<file path="src/hdl/tksi_pkg.sv">
`default_nettype none

package tksi_pkg;

    localparam logic OP_INSERT = 1'b0;
    localparam logic OP_READ   = 1'b1;

    localparam int LEVEL_W  = 8;
    localparam int AMOUNT_W = 32;
    localparam int IDX_W    = 3;
    localparam int KEY_W    = LEVEL_W + AMOUNT_W;

    typedef struct packed {
        logic                       op;
        logic [LEVEL_W-1:0]         level;
        logic signed [AMOUNT_W-1:0] amount;
        logic [IDX_W-1:0]           index;
    } t_in_word;

    typedef struct packed {
        logic                       made_cut;
        logic [IDX_W-1:0]           place;
        logic [IDX_W-1:0]           count;
        logic                       read_valid;
        logic [LEVEL_W-1:0]         read_level;
        logic signed [AMOUNT_W-1:0] read_amount;
    } t_out_word;

    typedef struct packed {
        logic capture;
        logic exec;
    } t_dp_cmd;

    typedef enum logic [1:0] {
        S_IDLE,
        S_EXEC,
        S_OUT,
        S_FULL
    } t_ctrl_state;

    // order key: level above amount with its sign bit flipped, compared unsigned
    function automatic logic [KEY_W-1:0] order_key(input logic [LEVEL_W-1:0] lv,
                                                   input logic [AMOUNT_W-1:0] am);
        order_key = {lv, ~am[AMOUNT_W-1], am[AMOUNT_W-2:0]};
    endfunction

endpackage

`default_nettype wire

</file>
<file path="src/hdl/tksi_ctrl.sv">
`default_nettype none

module tksi_ctrl (
    input  wire logic             i_clk,
    input  wire logic             i_rst_n,
    input  wire logic             i_in_valid,
    output logic                  o_in_ready,
    output logic                  o_out_valid,
    input  wire logic             i_out_ready,
    output tksi_pkg::t_dp_cmd     o_cmd
);

    tksi_pkg::t_ctrl_state r_state;
    tksi_pkg::t_ctrl_state n_state;

    always_ff @(posedge i_clk) begin
        if (!i_rst_n) begin
            r_state <= tksi_pkg::S_IDLE;
        end else begin
            r_state <= n_state;
        end
    end

    always_comb begin
        n_state       = r_state;
        o_in_ready    = 1'b0;
        o_out_valid   = 1'b0;
        o_cmd.capture = 1'b0;
        o_cmd.exec    = 1'b0;
        unique case (r_state)
            tksi_pkg::S_IDLE: begin
                o_in_ready = 1'b1;
                if (i_in_valid) begin
                    o_cmd.capture = 1'b1;
                    n_state       = tksi_pkg::S_EXEC;
                end
            end
            tksi_pkg::S_EXEC: begin
                o_cmd.exec = 1'b1;
                n_state    = tksi_pkg::S_OUT;
            end
            tksi_pkg::S_OUT: begin
                o_in_ready  = 1'b1;
                o_out_valid = 1'b1;
                o_cmd.capture = i_in_valid;
                priority if (i_in_valid && i_out_ready) begin
                    n_state = tksi_pkg::S_EXEC;
                end else if (i_in_valid) begin
                    n_state = tksi_pkg::S_FULL;
                end else if (i_out_ready) begin
                    n_state = tksi_pkg::S_IDLE;
                end
            end
            tksi_pkg::S_FULL: begin
                o_out_valid = 1'b1;
                if (i_out_ready) begin
                    n_state = tksi_pkg::S_EXEC;
                end
            end
            default: begin
                n_state = tksi_pkg::S_IDLE;
            end
        endcase
    end

endmodule

`default_nettype wire

</file>
<file path="src/hdl/tksi_dp.sv">
`default_nettype none

module tksi_dp #(
    parameter int DEPTH = 5
) (
    input  wire logic                i_clk,
    input  wire logic                i_rst_n,
    input  wire tksi_pkg::t_dp_cmd   i_cmd,
    input  wire tksi_pkg::t_in_word  i_in_word,
    output tksi_pkg::t_out_word      o_out_word
);

    localparam int FW = $clog2(DEPTH + 1);
    localparam int PW = (DEPTH > 1) ? $clog2(DEPTH) : 1;
    localparam int RN = (DEPTH < 8) ? DEPTH : 8;

    tksi_pkg::t_in_word  r_in;
    tksi_pkg::t_out_word r_out;
    tksi_pkg::t_out_word n_out;

    logic [tksi_pkg::LEVEL_W-1:0]  r_lvl [DEPTH];
    logic [tksi_pkg::AMOUNT_W-1:0] r_amt [DEPTH];
    logic [FW-1:0]                 r_fill;
    logic [FW-1:0]                 n_fill;

    logic [tksi_pkg::KEY_W-1:0] new_key;
    logic [DEPTH-1:0]           vld;
    logic [DEPTH-1:0]           take;
    logic [DEPTH-1:0]           first;
    logic [DEPTH-1:0]           sorted_ok;
    logic [PW-1:0]              pos;
    logic                       made;
    logic                       do_ins;

    assign new_key = tksi_pkg::order_key(r_in.level, r_in.amount);

    // compare cells, all in parallel
    for (genvar g = 0; g < DEPTH; g++) begin : g_cell
        localparam logic [FW-1:0] CELL_IDX = FW'(g);
        logic [tksi_pkg::KEY_W-1:0] cell_key;
        assign cell_key = tksi_pkg::order_key(r_lvl[g], r_amt[g]);
        assign vld[g]   = CELL_IDX < r_fill;
        assign take[g]  = !vld[g] || (new_key > cell_key);
        if (g == 0) begin : g_head
            assign first[g]     = take[g];
            assign sorted_ok[g] = 1'b1;
        end else begin : g_body
            assign first[g] = take[g] && !take[g-1];
            assign sorted_ok[g] = !vld[g]
                || (tksi_pkg::order_key(r_lvl[g-1], r_amt[g-1]) >= cell_key);
        end
    end

    always_comb begin
        pos = '0;
        for (int i = 0; i < DEPTH; i++) begin
            if (first[i]) begin
                pos = pos | PW'(i);
            end
        end
    end

    assign made   = take[DEPTH-1];
    assign do_ins = i_cmd.exec && (r_in.op == tksi_pkg::OP_INSERT) && made;
    assign n_fill = (do_ins && (r_fill != FW'(DEPTH))) ? r_fill + FW'(1) : r_fill;

    always_comb begin
        n_out = '0;
        if (r_in.op == tksi_pkg::OP_INSERT) begin
            n_out.made_cut = made;
            n_out.place    = made ? 3'(pos) : '0;
            n_out.count    = 3'(n_fill);
        end else begin
            n_out.count = 3'(r_fill);
            for (int i = 0; i < RN; i++) begin
                if ((r_in.index == 3'(i)) && vld[i]) begin
                    n_out.read_valid  = 1'b1;
                    n_out.read_level  = r_lvl[i];
                    n_out.read_amount = r_amt[i];
                end
            end
        end
    end

    always_ff @(posedge i_clk) begin
        if (!i_rst_n) begin
            r_fill <= '0;
        end else begin
            r_fill <= n_fill;
        end
    end

    always_ff @(posedge i_clk) begin
        if (i_cmd.capture) begin
            r_in <= i_in_word;
        end
        if (i_cmd.exec) begin
            r_out <= n_out;
        end
        if (do_ins) begin
            for (int i = 0; i < DEPTH; i++) begin
                if (first[i]) begin
                    r_lvl[i] <= r_in.level;
                    r_amt[i] <= r_in.amount;
                end else if (i > 0 && take[i] && take[(i > 0) ? i - 1 : 0]) begin
                    r_lvl[i] <= r_lvl[(i > 0) ? i - 1 : 0];
                    r_amt[i] <= r_amt[(i > 0) ? i - 1 : 0];
                end
            end
        end
    end

    assign o_out_word = r_out;

    a_fill_range: assert property (@(posedge i_clk) disable iff (!i_rst_n)
        r_fill <= FW'(DEPTH))
        else $error("fill beyond depth");

    a_fill_hold: assert property (@(posedge i_clk) disable iff (!i_rst_n)
        !i_cmd.exec |=> $stable(r_fill))
        else $error("fill moved without an executed word");

    a_sorted: assert property (@(posedge i_clk) disable iff (!i_rst_n)
        &sorted_ok)
        else $error("stored entries out of order");

    a_reject_full: assert property (@(posedge i_clk) disable iff (!i_rst_n)
        (i_cmd.exec && r_in.op == tksi_pkg::OP_INSERT && !made) |-> r_fill == FW'(DEPTH))
        else $error("insert rejected while list not full");

endmodule

`default_nettype wire

</file>
<file path="src/hdl/top_k_sorted_insert.sv">
`default_nettype none

// Keeps the best DEPTH entries ordered by level, then signed amount, best at rank 0;
// a new entry goes before the first entry it strictly beats, so ties stay behind
// older ones, and a full list drops its last entry or rejects one that does not beat
// it. Each word on the input is either an insert or a read at a rank; each produces
// one result word with the count. An item is first captured; then, in the exec
// state, the row of compare-and-shift cells decides every position at once and
// loads the output register. A waiting result does not block the capture of the
// next word, but a further word waits until the result is taken.
// The list is empty after reset, with no clearing pass.
module top_k_sorted_insert #(
    parameter int DEPTH = 5
) (
    input  wire logic                 i_clk,
    input  wire logic                 i_rst_n,
    input  wire logic                 i_in_valid,
    output logic                      o_in_ready,
    input  wire tksi_pkg::t_in_word   i_in_word,
    output logic                      o_out_valid,
    input  wire logic                 i_out_ready,
    output tksi_pkg::t_out_word       o_out_word
);

    tksi_pkg::t_dp_cmd cmd;

    tksi_ctrl u_ctrl (
        .i_clk       (i_clk),
        .i_rst_n     (i_rst_n),
        .i_in_valid  (i_in_valid),
        .o_in_ready  (o_in_ready),
        .o_out_valid (o_out_valid),
        .i_out_ready (i_out_ready),
        .o_cmd       (cmd)
    );

    tksi_dp #(
        .DEPTH (DEPTH)
    ) u_dp (
        .i_clk      (i_clk),
        .i_rst_n    (i_rst_n),
        .i_cmd      (cmd),
        .i_in_word  (i_in_word),
        .o_out_word (o_out_word)
    );

endmodule

`default_nettype wire
</file>
<file path="config.mk">
export PLATFORM = sky130hd
export DESIGN_NAME = top_k_sorted_insert
export DESIGN_NICKNAME = d
export VERILOG_FILES = /design/src/hdl/tksi_pkg.sv /design/src/hdl/tksi_ctrl.sv /design/src/hdl/tksi_dp.sv /design/src/hdl/top_k_sorted_insert.sv
export SDC_FILE = /design/constraint.sdc
export NUM_CORES = 1
export LEC_CHECK = 0
export BUFFER_PORTS_ARGS = -buffer_cell sky130_fd_sc_hd__buf_2
export CORE_UTILIZATION = 60
export CTS_CLUSTER_DIAMETER = 100
export CTS_CLUSTER_SIZE = 10
export DETAILED_ROUTE_END_ITERATION = 8
export MAX_ROUTING_LAYER = met4
export PLACE_DENSITY = 0.79
export SKIP_LAST_GASP = 1
export SYNTH_ARGS = -nofsm -noshare
export SYNTH_HDL_FRONTEND = slang
export SYNTH_SLANG_ARGS = --single-unit
</file>
<file path="constraint.sdc">
create_clock -name i_clk -period 7.4 [get_ports i_clk]
set_clock_uncertainty 0.05 [all_clocks]
set_input_delay 0.37 -clock i_clk [delete_from_list [all_inputs] [get_ports i_clk]]
set_output_delay 0.37 -clock i_clk [all_outputs]
set_load 0.02 [all_outputs]
</file>
==> Word-level counts from Yosys, hierarchy flattened <==
Memory sizes are Yosys's and may differ from the RTL's.
Cells that the tools add are included.
{ "op_classes": {"n_addsub": 1, "magnitude_cmp": 10, "n_eq_ne": 11, "mux": 61, "bitwise": 16, "reduce_logical": 37} }
{ "op_table": {"columns": ["cell", "count"], "rows": [
  ["41-bit two-way mux", 5],
  ["40-bit greater-than comparator", 5],
  ["32-bit two-way mux", 4],
  ["1-bit two-way mux", 36],
  ["8-bit two-way mux", 4],
  ["1-bit logical AND", 17],
  ["2-bit two-way mux", 7],
  ["1-bit logical NOT", 9],
  ["3-bit two-way mux", 3],
  ["1-bit inverter", 8],
  ["1-bit OR", 8],
  ["2-bit case mux with 4 select lines", 1],
  ["3-bit by 2-bit equality test with 1-bit output (second input constant)", 2],
  ["1-bit by 3-bit < comparator with 1-bit output (first input constant)", 2],
  ["2-bit by 3-bit < comparator with 1-bit output (first input constant)", 2],
  ["2-bit OR reduction", 3],
  ["1-bit logical OR", 5],
  ["2-bit equality test (second input constant)", 2],
  ["2-bit != test (second input constant)", 2],
  ["4-bit by 3-bit != test with 1-bit output (second input constant)", 1],
  ["3-bit by 1-bit adder with 3-bit output (second input constant)", 1],
  ["3-bit by 1-bit equality test with 1-bit output (second input constant)", 1],
  ["3-bit equality test (second input constant)", 1],
  ["3-bit logical NOT", 1],
  ["other kinds (6)", 6]
]} }
{ "word_totals": {"register_bits": 97, "mem_bits_rw": 200, "inputBits": 48, "out_inout_bits": 50, "wordCells": 150, "memories": 2} }
{ "mem_list": {"columns": ["memory", "depth", "word_bits", "rd", "rd_ports_with_merged_regs", "wr", "line", "source"], "rows": [
  ["u_dp.r_amt", 5, 32, 5, 0, 5, "tksi_dp.sv:22", "logic [tksi_pkg::AMOUNT_W-1:0] r_amt [DEPTH];"],
  ["u_dp.r_lvl", 5, 8, 5, 0, 5, "tksi_dp.sv:21", "logic [tksi_pkg::LEVEL_W-1:0] r_lvl [DEPTH];"]
]} }

==> Longest topological paths before layout <==
Gate-level depths: netlist of run 1.
An unclocked memory read counts as a cell.
{ "depth": {"word_depth": 10, "mapped_depth": 11, "depth_no_buf": 10} }

==> Cells and area by module <==
A second synthesis of run 1 with hierarchy kept.
{ "hier_totals": {"hier_cells": 1404, "area_unflattened_um2": 17671.9} }
{ "modules_own_cells": {"columns": ["module", "n_inst", "cells_each", "area_each_um2", "seq_area_each_um2"], "rows": [
  ["tksi_dp", 1, 1378, 17428.0, 8828.5],
  ["tksi_ctrl", 1, 26, 244.0, 40.0]
]} }

==> Least setup slack after synthesis of run 1 <==
No wires, ideal clock.
{ "synth_timing": {"path_kind": "flip-flop to flip-flop", "startpoint": "register u_ctrl.r_state[1]", "endpoint": "memory u_dp.r_amt[1][0] in the netlist's numbering, enable pin", "setup_ns": 0.401, "arrival_time_ns": 4.229, "t_required_ns": 6.949, "setup_slack_ns": 2.720, "stages_incl_launch_ff": 5, "n_path_buf": 0, "period_less_slack_ns": 4.680, "path_cell_list": "dfxtp_1 inv_1 ha_1 a21boi_2 and2_1"} }
{ "synth_lines": {"columns": ["item", "line", "source"], "rows": [
  ["start, declared", "tksi_ctrl.sv:13", "tksi_pkg::t_ctrl_state r_state;"],
  ["start signal, assigned", "tksi_ctrl.sv:18", "r_state <= tksi_pkg::S_IDLE;"],
  ["start signal, assigned", "tksi_ctrl.sv:20", "r_state <= n_state;"],
  ["end, declared", "tksi_dp.sv:22", null]
]} }

==> results of run 1 <==
-- cell usage after synthesis (2+ instances only) --
| cell type | n | area share, % |
|---|---|---|
| nand4_1 | 39 | 1.4 |
| and2_1 | 8 | 0.29 |
| edfxtp_1 | 292 | 50 |
| nand2_1 | 106 | 2.3 |
| nor2b_1 | 7 | 0.25 |
| mux2_2 | 114 | 7.4 |
| inv_1 | 198 | 4.3 |
| or3_1 | 2 | 0.072 |
| a2111oi_0 | 2 | 0.10 |
| ha_1 | 206 | 15 |
| dfxtp_1 | 5 | 0.57 |
| o21ai_0 | 42 | 1.2 |
| buf_2 | 13 | 0.37 |
| nand3_1 | 26 | 0.75 |
| a221o_1 | 2 | 0.11 |
| or2_2 | 4 | 0.14 |
| a211oi_1 | 7 | 0.30 |
| nor3_1 | 10 | 0.29 |
| and4_1 | 2 | 0.10 |
| nor4_1 | 10 | 0.36 |
| nand4b_1 | 2 | 0.10 |
| nand2b_1 | 5 | 0.18 |
| o221ai_1 | 40 | 2.0 |
| a211o_1 | 3 | 0.15 |
| mux2_1 | 45 | 2.9 |
| buf_4 | 4 | 0.17 |
| o21a_1 | 3 | 0.13 |
| a31oi_1 | 3 | 0.11 |
| o211ai_1 | 11 | 0.47 |
| a221oi_1 | 44 | 2.2 |
| a21o_1 | 10 | 0.43 |
| mux2i_1 | 2 | 0.11 |
| clkbuf_1 | 24 | 0.52 |
| nor2_1 | 38 | 0.82 |
| a21oi_1 | 113 | 3.2 |
| buf_1 | 6 | 0.13 |
-- final cells by class --
type / count / area share, %
Tap cell: 384 / 2.44
Multi-Input combinational cell: 922 / 38.8
Clock inverter: 1 / 0.0254
Sequential cell: 297 / 44.9
Clock buffer: 49 / 4.92
Inverter: 198 / 3.77
Timing Repair Buffer: 154 / 5.11
-- sequential cells by signal (all words and copies together), names as in the netlist --
name,count
u_ctrl.r_state,2
u_dp.new_key,39
u_dp.o_out_word,48
u_dp.r_amt,160
u_dp.r_fill,3
u_dp.r_in,5
u_dp.r_lvl,40
-- critical path, cell delays in order, from the launching register on --
cell      delay, ns
edfxtp_1       0.53
ha_1           0.38
nand4_1        0.20
nor4_1         0.77
nand2_1        0.12
a21oi_1        0.22
o31ai_2        0.18
a21boi_4       0.63
and2_2         0.73
buf_4          0.49
-- power groups by stage --
| stage | combinational [mW] | sequential [mW] | clock (mW) |
|---|---|---|---|
| final | 1.09 | 2.30 | 1.55 |
| after global routing | 1.20 | 2.33 | 1.62 |
| after CTS | 1.09 | 2.30 | 1.56 |
| after detailed placement | 1.06 | 2.33 | 0 |
| after global placement | 1.02 | 2.32 | 0 |
| after floorplan | 0.694 | 2.32 | 0 |
-- cells by family after synthesis --
kind of cell             share of synthesized area [%]
AO/OA/AOI/OAI                                     11.2
XOR/XNOR                                        0.0503
adder cells (fa/ha/maj)                           14.8
buffers and inverters                             5.46
flip-flops                                        50.9
multiplexers                                      10.4
AND/OR/NAND/NOR                                   7.24
-- how the worst max path moves through the flow --
| stage | start | to | slack, ns | cells past startpoint |
|---|---|---|---|---|
| global route | u_dp.new_key[38]$_DFFE_PP_ | u_dp.r_amt[0][27]$_DFFE_PP_ | 2.45 | 9 |
| floorplan | u_ctrl.r_state[1]$_SDFFE_PN0P_ | u_dp.r_amt[1][0]$_DFFE_PP_ | 2.72 | 4 |
| CTS | u_dp.new_key[38]$_DFFE_PP_ | u_dp.r_amt[0][27]$_DFFE_PP_ | 2.71 | 9 |
| detailed placement | u_dp.new_key[38]$_DFFE_PP_ | u_dp.r_amt[0][29]$_DFFE_PP_ | 2.74 | 9 |
| global placement | u_dp.new_key[38]$_DFFE_PP_ | u_dp.r_amt[1][27]$_DFFE_PP_ | 2.87 | 8 |
| finish | u_dp.new_key[39]$_DFFE_PP_ | u_dp.r_amt[0][27]$_DFFE_PP_ | 2.73 | 9 |
-- per-stage QoR --
step | hold slack, ns | cell area (µm²) | cells
global placement | 0.470 | 18400 | 1917
global route | 0.000698 | 19700 | 2005
floorplan | 0.419 | 17400 | 1464
finish | 0.00731 | 19700 | 2005
detailed placement | 0.470 | 18400 | 1917
CTS | 0.000852 | 19700 | 2004
-- routing by layer --
layer | vias up | wire length, µm | track usage (%) | part of all wire, %
li1 | 5819 | - | - | -
met1 | 6081 | 19100 | 43.1 | 41
met2 | 656 | 21400 | 52.2 | 46
met3 | 124 | 4000 | 4.51 | 8.6
met4 | 0 | 1730 | 13.1 | 3.7
met5 | - | 0 | - | 0
-- timing repair --
| item | in CTS | in global routing |
|---|---|---|
| gates resized for setup | 0 | 0 |
| hold buffers | 37 | 1 |
| endpoints found under the hold margin | 37 | 1 |
==> summary.txt, run 1 <==
Status = finished clean
Total CTS buffers = 35
Pleak = 8.05 nW
Nature of the critical path endpoint = flip-flop
R2R setup slack = 2.73 ns
CTS H-Tree Depth = 2
Netlist cell types = 52
Place WS = 2.74 ns
Vias = 12700
Synth Cell Area = 17400 µm²
Die Ht = 172 µm
Slew Limit Fails = 0
Register Area = 8870 µm²
Gr ovfl total = 0
Routed WL per cell = 23.1 µm
Final #Nets = 1862
Sw frac = 29.8%
Syn Inst Count = 1464
Final wirelength = 46200 µm
Layout cells sized above 1 = 17.8%
Largest net degree at the start of global routing = 54
Area growth, synth to finish = 13.3%
Synth async-reset ratio = 0%
Hold Startpoint = i_in_word[17]
Initial Util = 60.9%
Syn avg cell area = 11.9 µm²
Sum Neg Setup Slack = 0 ns
Worst slew pin tran = 1.04 ns
Max Clock Freq = 214 MHz
Hold crit path type = in2reg
Tot Pwr = 4.95 mW
Synth warn = 0
Final setup fails = 0
Initial antenna violation count = 0
Post-synthesis sequential area ratio = 50.9%
Hold path depth = 1
Max_cap viols = 0
Top_reg_cell synth = edfxtp_1
Largest vdd supply drop = 0.171 mV
Final antenna diode count = 0
DR iter-0 viols = 1413
Relative slew slack = 29.8%
DIE AREA = 29700 µm²
TritonCTS clock tree = built
FP Rows = 62
Fill cells = 2045
First-pass GRT wire length = 70700 µm
Final core occ = 68.9%
Register clock-pin slew on the reported worst setup and hold paths = 0.06 ns
Multi-input gate area = 7650 µm²
Routed Antenna Nets = 0
Psw = 1.47 mW
RSZ-0062 raised after global routing = false
Power per cell area = 251 nW/µm²
Pre-antenna DRT Iters = 5
Final count of hold timing violations = 0
Root Buffer = clkbuf_16
CP Max Fanout = 22
Cell Int Power = 3.47 mW
Flop pwr share = 46.5%
WHS Endpoint = u_dp.new_key[14]$_DFFE_PP_
R2R Path End = u_dp.r_amt[0][27]$_DFFE_PP_
Clock Tree Buf Depth = 3
DR DRC count = 0
Number of flops mapped to enable cells by yosys = 292
Clock Power Share = 31.4%
Skew-Pair Late Insertion Delay = 0.53 ns
Clock Sinks = 297
Fin worst setup slack = 2.73 ns
Seq cells post-synth = 297
Reg2Reg Depth = 9
Most frequent cells in the layout = 292 x edfxtp_1, 205 x ha_1, 198 x inv_1
# IOs = 98
Critical path data required time = 7.51 ns
FF-to-FF Start = u_dp.new_key[39]$_DFFE_PP_
Synth Net Count = 1718
CP Launch Type = flip-flop
Post-layout minimum cycle time = 4.67 ns
Worst Path Arrival = 4.79 ns
Via density = 6.32
Logic pwr share = 22.1%
IO buf count = 97
Final Cycle Share = 63.2%
GPL Wtd Cong = 0.958
Post-CTS Setup Inserts = 0
Vias in the first global route = 12700
Most frequent standard cell in the layout excluding fill and tap cells = edfxtp_1
Core footprint = 28600 µm²
Setup CP Type = reg2reg
GRT Util Overall = 33.0%
Hpwl dp = 29800 µm
Width of the die = 172 µm
(Power assumes the default switching activity.)
==> run 2, diff against run 1 <==
--- a/config.mk
+++ b/config.mk
@@ -6,12 +6,12 @@
 export NUM_CORES = 1
 export LEC_CHECK = 0
 export BUFFER_PORTS_ARGS = -buffer_cell sky130_fd_sc_hd__buf_2
-export CORE_UTILIZATION = 60
+export CORE_UTILIZATION = 56
 export CTS_CLUSTER_DIAMETER = 100
 export CTS_CLUSTER_SIZE = 10
 export DETAILED_ROUTE_END_ITERATION = 8
 export MAX_ROUTING_LAYER = met4
-export PLACE_DENSITY = 0.79
+export PLACE_DENSITY = 0.77
 export SKIP_LAST_GASP = 1
 export SYNTH_ARGS = -nofsm -noshare
 export SYNTH_HDL_FRONTEND = slang
==> constraint.sdc (replaced) <==
create_clock -name i_clk -period 3.9 [get_ports i_clk]
set_clock_uncertainty 0.05 [all_clocks]
set_input_delay 0.195 -clock i_clk [delete_from_list [all_inputs] [get_ports i_clk]]
set_output_delay 0.195 -clock i_clk [all_outputs]
set_load 0.02 [all_outputs]
==> summary.txt, run 2 (synthesis gave the netlist of run 1 again) <==
Status = finished clean (unchanged)
Relative slew slack = 25.3% (was 29.8%)
WHS Endpoint = u_ctrl.r_state[0]$_SDFFE_PN0P_ (was u_dp.new_key[14]$_DFFE_PP_)
Pleak = 8.35 nW (was 8.05 nW)
Max_cap viols = 0 (unchanged)
Largest net degree at the start of global routing = 52 (was 54)
Setup CP Type = reg2reg (unchanged)
R2R setup slack = 0.22 ns (was 2.73 ns)
Power per cell area = 469 nW/µm² (was 251 nW/µm²)
Hold crit path type = in2reg (unchanged)
Root Buffer = clkbuf_16 (unchanged)
Reg2Reg Depth = 10 (was 9)
Flop pwr share = 45.4% (was 46.5%)
Max reg flops = 160 (unchanged)
Critical path data required time = 4.11 ns (was 7.51 ns)
Final setup fails = 0 (unchanged)
Most frequent standard cell in the layout excluding fill and tap cells = edfxtp_1 (unchanged)
Hold path depth = 4 (was 1)
Sw frac = 29.7% (was 29.8%)
Pre-antenna DRT Iters = 6 (was 5)
Psw = 2.83 mW (was 1.47 mW)
Sum Neg Setup Slack = 0 ns (unchanged)
Register clock-pin slew on the reported worst setup and hold paths = 0.05 ns (was 0.06 ns)
Post-CTS Setup Inserts = 0 (unchanged)
Routed Antenna Nets = 0 (unchanged)
GRT Util Overall = 31.0% (was 33.0%)
Max Clock Freq = 272 MHz (was 214 MHz)
Hold Slack = 0.0695 ns (was 0.00731 ns)
Final #Nets = 1916 (was 1862)
Initial Util = 57.0% (was 60.9%)
CTS H-Tree Depth = 2 (unchanged)
Fill cells = 2275 (was 2045)
Layout cells sized above 1 = 20.1% (was 17.8%)
Final wirelength = 47100 µm (was 46200 µm)
Cell Int Power = 6.69 mW (was 3.47 mW)
Vias = 12900 (was 12700)
Nature of the critical path endpoint = flip-flop (unchanged)
Most frequent cells in the layout = 292 x edfxtp_1, 205 x ha_1, 198 x inv_1 (unchanged)
Routed WL per cell = 22.7 µm (was 23.1 µm)
Biggest register = u_dp.r_amt (unchanged)
Worst Path Arrival = 3.89 ns (was 4.79 ns)
Die Ht = 178 µm (was 172 µm)
FP Rows = 64 (was 62)
Worst slew pin tran = 1.12 ns (was 1.04 ns)
PostCTS Resize Cnt = 0 (unchanged)
Post-CTS Hold Buffers = 45 (was 37)
Clock Tree Buf Depth = 3 (unchanged)
Logic pwr share = 23.5% (was 22.1%)
Total CTS buffers = 35 (unchanged)
Core footprint = 30600 µm² (was 28600 µm²)
Final Cycle Share = 94.3% (was 63.2%)
CP Launch Type = flip-flop (unchanged)
Width of the die = 178 µm (was 172 µm)
FF-to-FF Start = u_dp.new_key[23]$_DFFE_PP_ (was u_dp.new_key[39]$_DFFE_PP_)
First-pass GRT wire length = 71300 µm (was 70700 µm)
Clock Power Share = 31.1% (was 31.4%)
DR DRC count = 0 (unchanged)
Gr ovfl total = 0 (unchanged)
CP Max Fanout = 15 (was 22)
R2R Path End = u_dp.r_amt[3][1]$_DFFE_PP_ (was u_dp.r_amt[0][27]$_DFFE_PP_)
Clock Sinks = 297 (unchanged)
TritonCTS clock tree = built (unchanged)
Hold Startpoint = i_in_valid (was i_in_word[17])
Via density = 6.24 (was 6.32)
Largest vdd supply drop = 0.356 mV (was 0.171 mV)
DR iter-0 viols = 1251 (was 1413)
# IOs = 98 (unchanged)
IO buf count = 97 (unchanged)
Post-layout minimum cycle time = 3.68 ns (was 4.67 ns)
GPL Wtd Cong = 0.921 (was 0.958)
Area growth, synth to finish = 16.5% (was 13.3%)
Vias in the first global route = 12900 (was 12700)
Final count of hold timing violations = 0 (unchanged)
Slew Limit Fails = 0 (unchanged)
Skew-Pair Late Insertion Delay = 0.53 ns (about the same)
Crit path from = u_dp.new_key[23]$_DFFE_PP_ (was u_dp.new_key[39]$_DFFE_PP_)
Initial antenna violation count = 1 (was 0)
RSZ-0062 raised after global routing = false (unchanged)
DIE AREA = 31800 µm² (was 29700 µm²)
Hpwl dp = 31900 µm (was 29800 µm)
run 2: cell types whose count changed in the layout (fill, tap and decap cells not counted), sizes merged:
cell         previous run  this run
dlygate4sd3            38        45
buf                   116       163
diode                   0         1
run 2: power groups by stage:
stage               combinational, mW  sequential (mW)  clock (mW)
floorplan                        1.32             4.40           0
global placement                 2.09             4.36           0
detailed placement               2.17             4.38           0
CTS                              2.22             4.32        2.99
global route                     2.44             4.37        3.10
finish                           2.23             4.33        2.96
run 2: per-layer routing:
layer	track usage, %	vias to the layer above	part of all wire [%]
met5	-	-	0
met4	13.6	0	4.1
met3	5.39	141	8.4
met2	48.1	631	47
met1	39.8	6236	41
li1	-	5926	-
run 2: final cells by class:
class	count	area [µm²]	share of cell area, %
flip-flops and latches	297	8870	43.7
multi-input cells	922	7650	37.7
repair buffers	208	1560	7.67
clock buffers	49	971	4.78
inverters	198	743	3.66
well taps	396	495	2.44
clock inverters	1	5.00	0.0247
diodes	1	2.50	0.0123
run 2: worst max-delay path by stage:
stage	cells after the start	slack (ns)	end
after detailed placement	11	0.29	u_dp.r_amt[3][1]$_DFFE_PP_
after global placement	12	0.35	u_dp.r_amt[2][27]$_DFFE_PP_
after floorplan	7	0.07	u_dp.r_amt[0][0]$_DFFE_PP_
final	10	0.22	u_dp.r_amt[3][1]$_DFFE_PP_
after CTS	12	0.28	u_dp.r_lvl[1][3]$_DFFE_PP_
after global routing	12	0.01	u_dp.r_amt[1][24]$_DFFE_PP_
run 2: critical path, cell delays in order (launching register included):
cell and delay (ns):
edfxtp_1 0.54, ha_1 0.42, nand4_1 0.24, nor2_1 0.34, nand3_1 0.14, or3_1 0.38
and3_1 0.19, a211o_1 0.35, nand2_2 0.13, buf_4 0.27, mux2_1 0.36
run 2: stage by stage:
step / utilization, % / power, mW / setup WS, ns / instance area (µm²) / cells
after floorplan: - / 5.72 / 0.0673 / 17400 / 1464
after global placement: 61.7 / 6.45 / 0.355 / 18900 / 1976
after detailed placement: 61.7 / 6.55 / 0.295 / 18900 / 1976
after CTS: 66.3 / 9.53 / 0.280 / 20300 / 2071
after global routing: 66.4 / 9.91 / 0.0109 / 20300 / 2072
final: 66.4 / 9.52 / 0.222 / 20300 / 2072
==> run 3, diff against run 2 <==
--- a/config.mk
+++ b/config.mk
@@ -6,13 +6,15 @@
 export NUM_CORES = 1
 export LEC_CHECK = 0
 export BUFFER_PORTS_ARGS = -buffer_cell sky130_fd_sc_hd__buf_2
-export CORE_UTILIZATION = 56
+export CORE_UTILIZATION = 58
+export CTS_BUF_LIST = sky130_fd_sc_hd__clkbuf_2 sky130_fd_sc_hd__clkbuf_4 sky130_fd_sc_hd__clkbuf_8
 export CTS_CLUSTER_DIAMETER = 100
 export CTS_CLUSTER_SIZE = 10
 export DETAILED_ROUTE_END_ITERATION = 8
 export MAX_ROUTING_LAYER = met4
-export PLACE_DENSITY = 0.77
+export PLACE_DENSITY = 0.79
 export SKIP_LAST_GASP = 1
+export SLEW_MARGIN = 5
 export SYNTH_ARGS = -nofsm -noshare
 export SYNTH_HDL_FRONTEND = slang
 export SYNTH_SLANG_ARGS = --single-unit
==> summary.txt, run 3 (synthesis gave the netlist of run 1 again) <==
Nature of the critical path endpoint = flip-flop (unchanged)
FF-to-FF Start = u_dp.new_key[39]$_DFFE_PP_ (was u_dp.new_key[23]$_DFFE_PP_)
Reg2Reg Depth = 11 (was 10)
Final #Nets = 1908 (was 1916)
Final core occ = 67.4% (was 66.4%)
Final setup fails = 0 (unchanged)
Largest net degree at the start of global routing = 51 (was 52)
Post-layout minimum cycle time = 3.66 ns (was 3.68 ns)
Most frequent standard cell in the layout excluding fill and tap cells = edfxtp_1 (unchanged)
Clock Sinks = 297 (unchanged)
Vias in the first global route = 12800 (was 12900)
Die Ht = 175 µm (was 178 µm)
Hpwl dp = 31100 µm (was 31900 µm)
DIE AREA = 30700 µm² (was 31800 µm²)
Root Buffer = clkbuf_8 (was clkbuf_16)
Routed WL per cell = 22.0 µm (was 22.7 µm)
Hold Slack = 0.0313 ns (was 0.0695 ns)
Critical path data required time = 4.14 ns (was 4.11 ns)
Hold crit path type = in2reg (unchanged)
Via density = 6.18 (was 6.24)
Hold path depth = 4 (unchanged)
Final wirelength = 45400 µm (was 47100 µm)
Status = finished clean (unchanged)
Core footprint = 29600 µm² (was 30600 µm²)
Sum Neg Setup Slack = 0 ns (unchanged)
IO buf count = 97 (unchanged)
Total CTS buffers = 35 (unchanged)
Relative slew slack = 36.2% (was 25.3%)
Final count of hold timing violations = 0 (unchanged)
Vias = 12700 (was 12900)
Power per cell area = 433 nW/µm² (was 469 nW/µm²)
CP Launch Type = flip-flop (unchanged)
R2R Path End = u_dp.r_amt[2][19]$_DFFE_PP_ (was u_dp.r_amt[3][1]$_DFFE_PP_)
CTS H-Tree Depth = 2 (unchanged)
WHS Endpoint = u_ctrl.r_state[0]$_SDFFE_PN0P_ (unchanged)
DR DRC count = 0 (unchanged)
Pleak = 8.19 nW (was 8.35 nW)
R2R setup slack = 0.24 ns (was 0.22 ns)
Pre-antenna DRT Iters = 6 (unchanged)
RSZ-0062 raised after global routing = false (unchanged)
Initial antenna violation count = 1 (unchanged)
GPL Wtd Cong = 0.963 (was 0.921)
CP Max Fanout = 24 (was 15)
Register clock-pin slew on the reported worst setup and hold paths = 0.08 ns (was 0.05 ns)
# IOs = 98 (unchanged)
Skew-Pair Late Insertion Delay = 0.55 ns (was 0.53 ns)
Gr ovfl total = 0 (unchanged)
Max reg flops = 160 (unchanged)
Routed Antenna Nets = 0 (unchanged)
Worst slew pin tran = 0.957 ns (was 1.12 ns)
Biggest register = u_dp.r_amt (unchanged)
Hold Startpoint = i_in_valid (unchanged)
Worst Path Arrival = 3.90 ns (was 3.89 ns)
Final Cycle Share = 93.8% (was 94.3%)
GRT Util Overall = 30.8% (was 31.0%)
First-pass GRT wire length = 69600 µm (was 71300 µm)
Width of the die = 175 µm (was 178 µm)
Layout cells sized above 1 = 20.4% (was 20.1%)
Initial Util = 58.9% (was 57.0%)
Max_cap viols = 0 (unchanged)
Area growth, synth to finish = 14.3% (was 16.5%)
Largest vdd supply drop = 0.350 mV (was 0.356 mV)
TritonCTS clock tree = built (unchanged)
Slew Limit Fails = 0 (unchanged)
Max Clock Freq = 273 MHz (was 272 MHz)
Clock Tree Buf Depth = 3 (unchanged)
DR iter-0 viols = 1447 (was 1251)
Setup CP Type = reg2reg (unchanged)
PostCTS Resize Cnt = 0 (unchanged)
FP Rows = 63 (was 64)
Most frequent cells in the layout = 292 x edfxtp_1, 205 x ha_1, 198 x inv_1 (unchanged)
-- run 3: area by class of cell --
| class | count | area [µm²] |
|---|---|---|
| fill | 2236 | 9640 |
| inverter | 198 | 743 |
| tap | 390 | 488 |
| multi-input combinational | 922 | 7650 |
| timing repair buffer | 200 | 1560 |
| clock inverter | 1 | 5.00 |
| sequential | 297 | 8870 |
| antenna | 1 | 2.50 |
| clock buffer | 49 | 599 |
-- run 3: worst max-delay path, cell delays in order, from the launching register on --
cell and delay, ns:
edfxtp_1 0.55, ha_1 0.38, nand4_1 0.18, nor4_1 0.31, buf_4 0.16, nand3_1 0.10
or3_1 0.39, and3_1 0.20, a211o_1 0.33, nand3_2 0.15, buf_12 0.22, mux2_2 0.36
-- run 3: report_power, final --
| group | total, mW | leakage [nW] | internal [mW] | switching (mW) |
|---|---|---|---|---|
| combinational | 2.21 | 5.08 | 0.928 | 1.29 |
| sequential | 4.33 | 2.78 | 4.05 | 0.283 |
| clock | 2.08 | 0.325 | 0.977 | 1.11 |
| total | 8.63 | 8.19 | 5.95 | 2.68 |
-- run 3: layer usage --
metal / GRT usage, % / share of wire (%) / up-vias
met2: 47.7 / 46 / 560
met4: 14.1 / 4.0 / 0
met5: - / 0 / -
met3: 4.89 / 8.1 / 116
met1: 39.9 / 42 / 6142
li1: - / - / 5904
-- run 3: worst max-delay path by stage --
stage               slack, ns                           to                  startpoint
floorplan                0.07   u_dp.r_amt[0][0]$_DFFE_PP_  u_dp.new_key[38]$_DFFE_PP_
global placement         0.39  u_dp.r_amt[1][31]$_DFFE_PP_  u_dp.new_key[38]$_DFFE_PP_
detailed placement       0.29   u_dp.r_amt[2][0]$_DFFE_PP_  u_dp.new_key[39]$_DFFE_PP_
CTS                      0.27  u_dp.r_amt[2][22]$_DFFE_PP_  u_dp.new_key[39]$_DFFE_PP_
global route             0.05  u_dp.r_amt[2][22]$_DFFE_PP_  u_dp.new_key[39]$_DFFE_PP_
finish                   0.24  u_dp.r_amt[2][19]$_DFFE_PP_  u_dp.new_key[39]$_DFFE_PP_
-- run 3: repair_timing --
action                    4_1_cts  5_1_grt
hold endpoints to repair       49        0
buffers inserted                0        0
hold buffers                   45        0
-- run 3: metrics by stage --
step                      cells  total power [mW]  area, µm²  setup WS (ns)
after floorplan            1464              5.72      17400         0.0673
after global placement     1962              6.45      18900          0.392
after detailed placement   1962              6.54      18900          0.289
after CTS                  2057              8.63      19900          0.271
after global routing       2058              9.01      19900         0.0550
final                      2058              8.63      19900          0.241
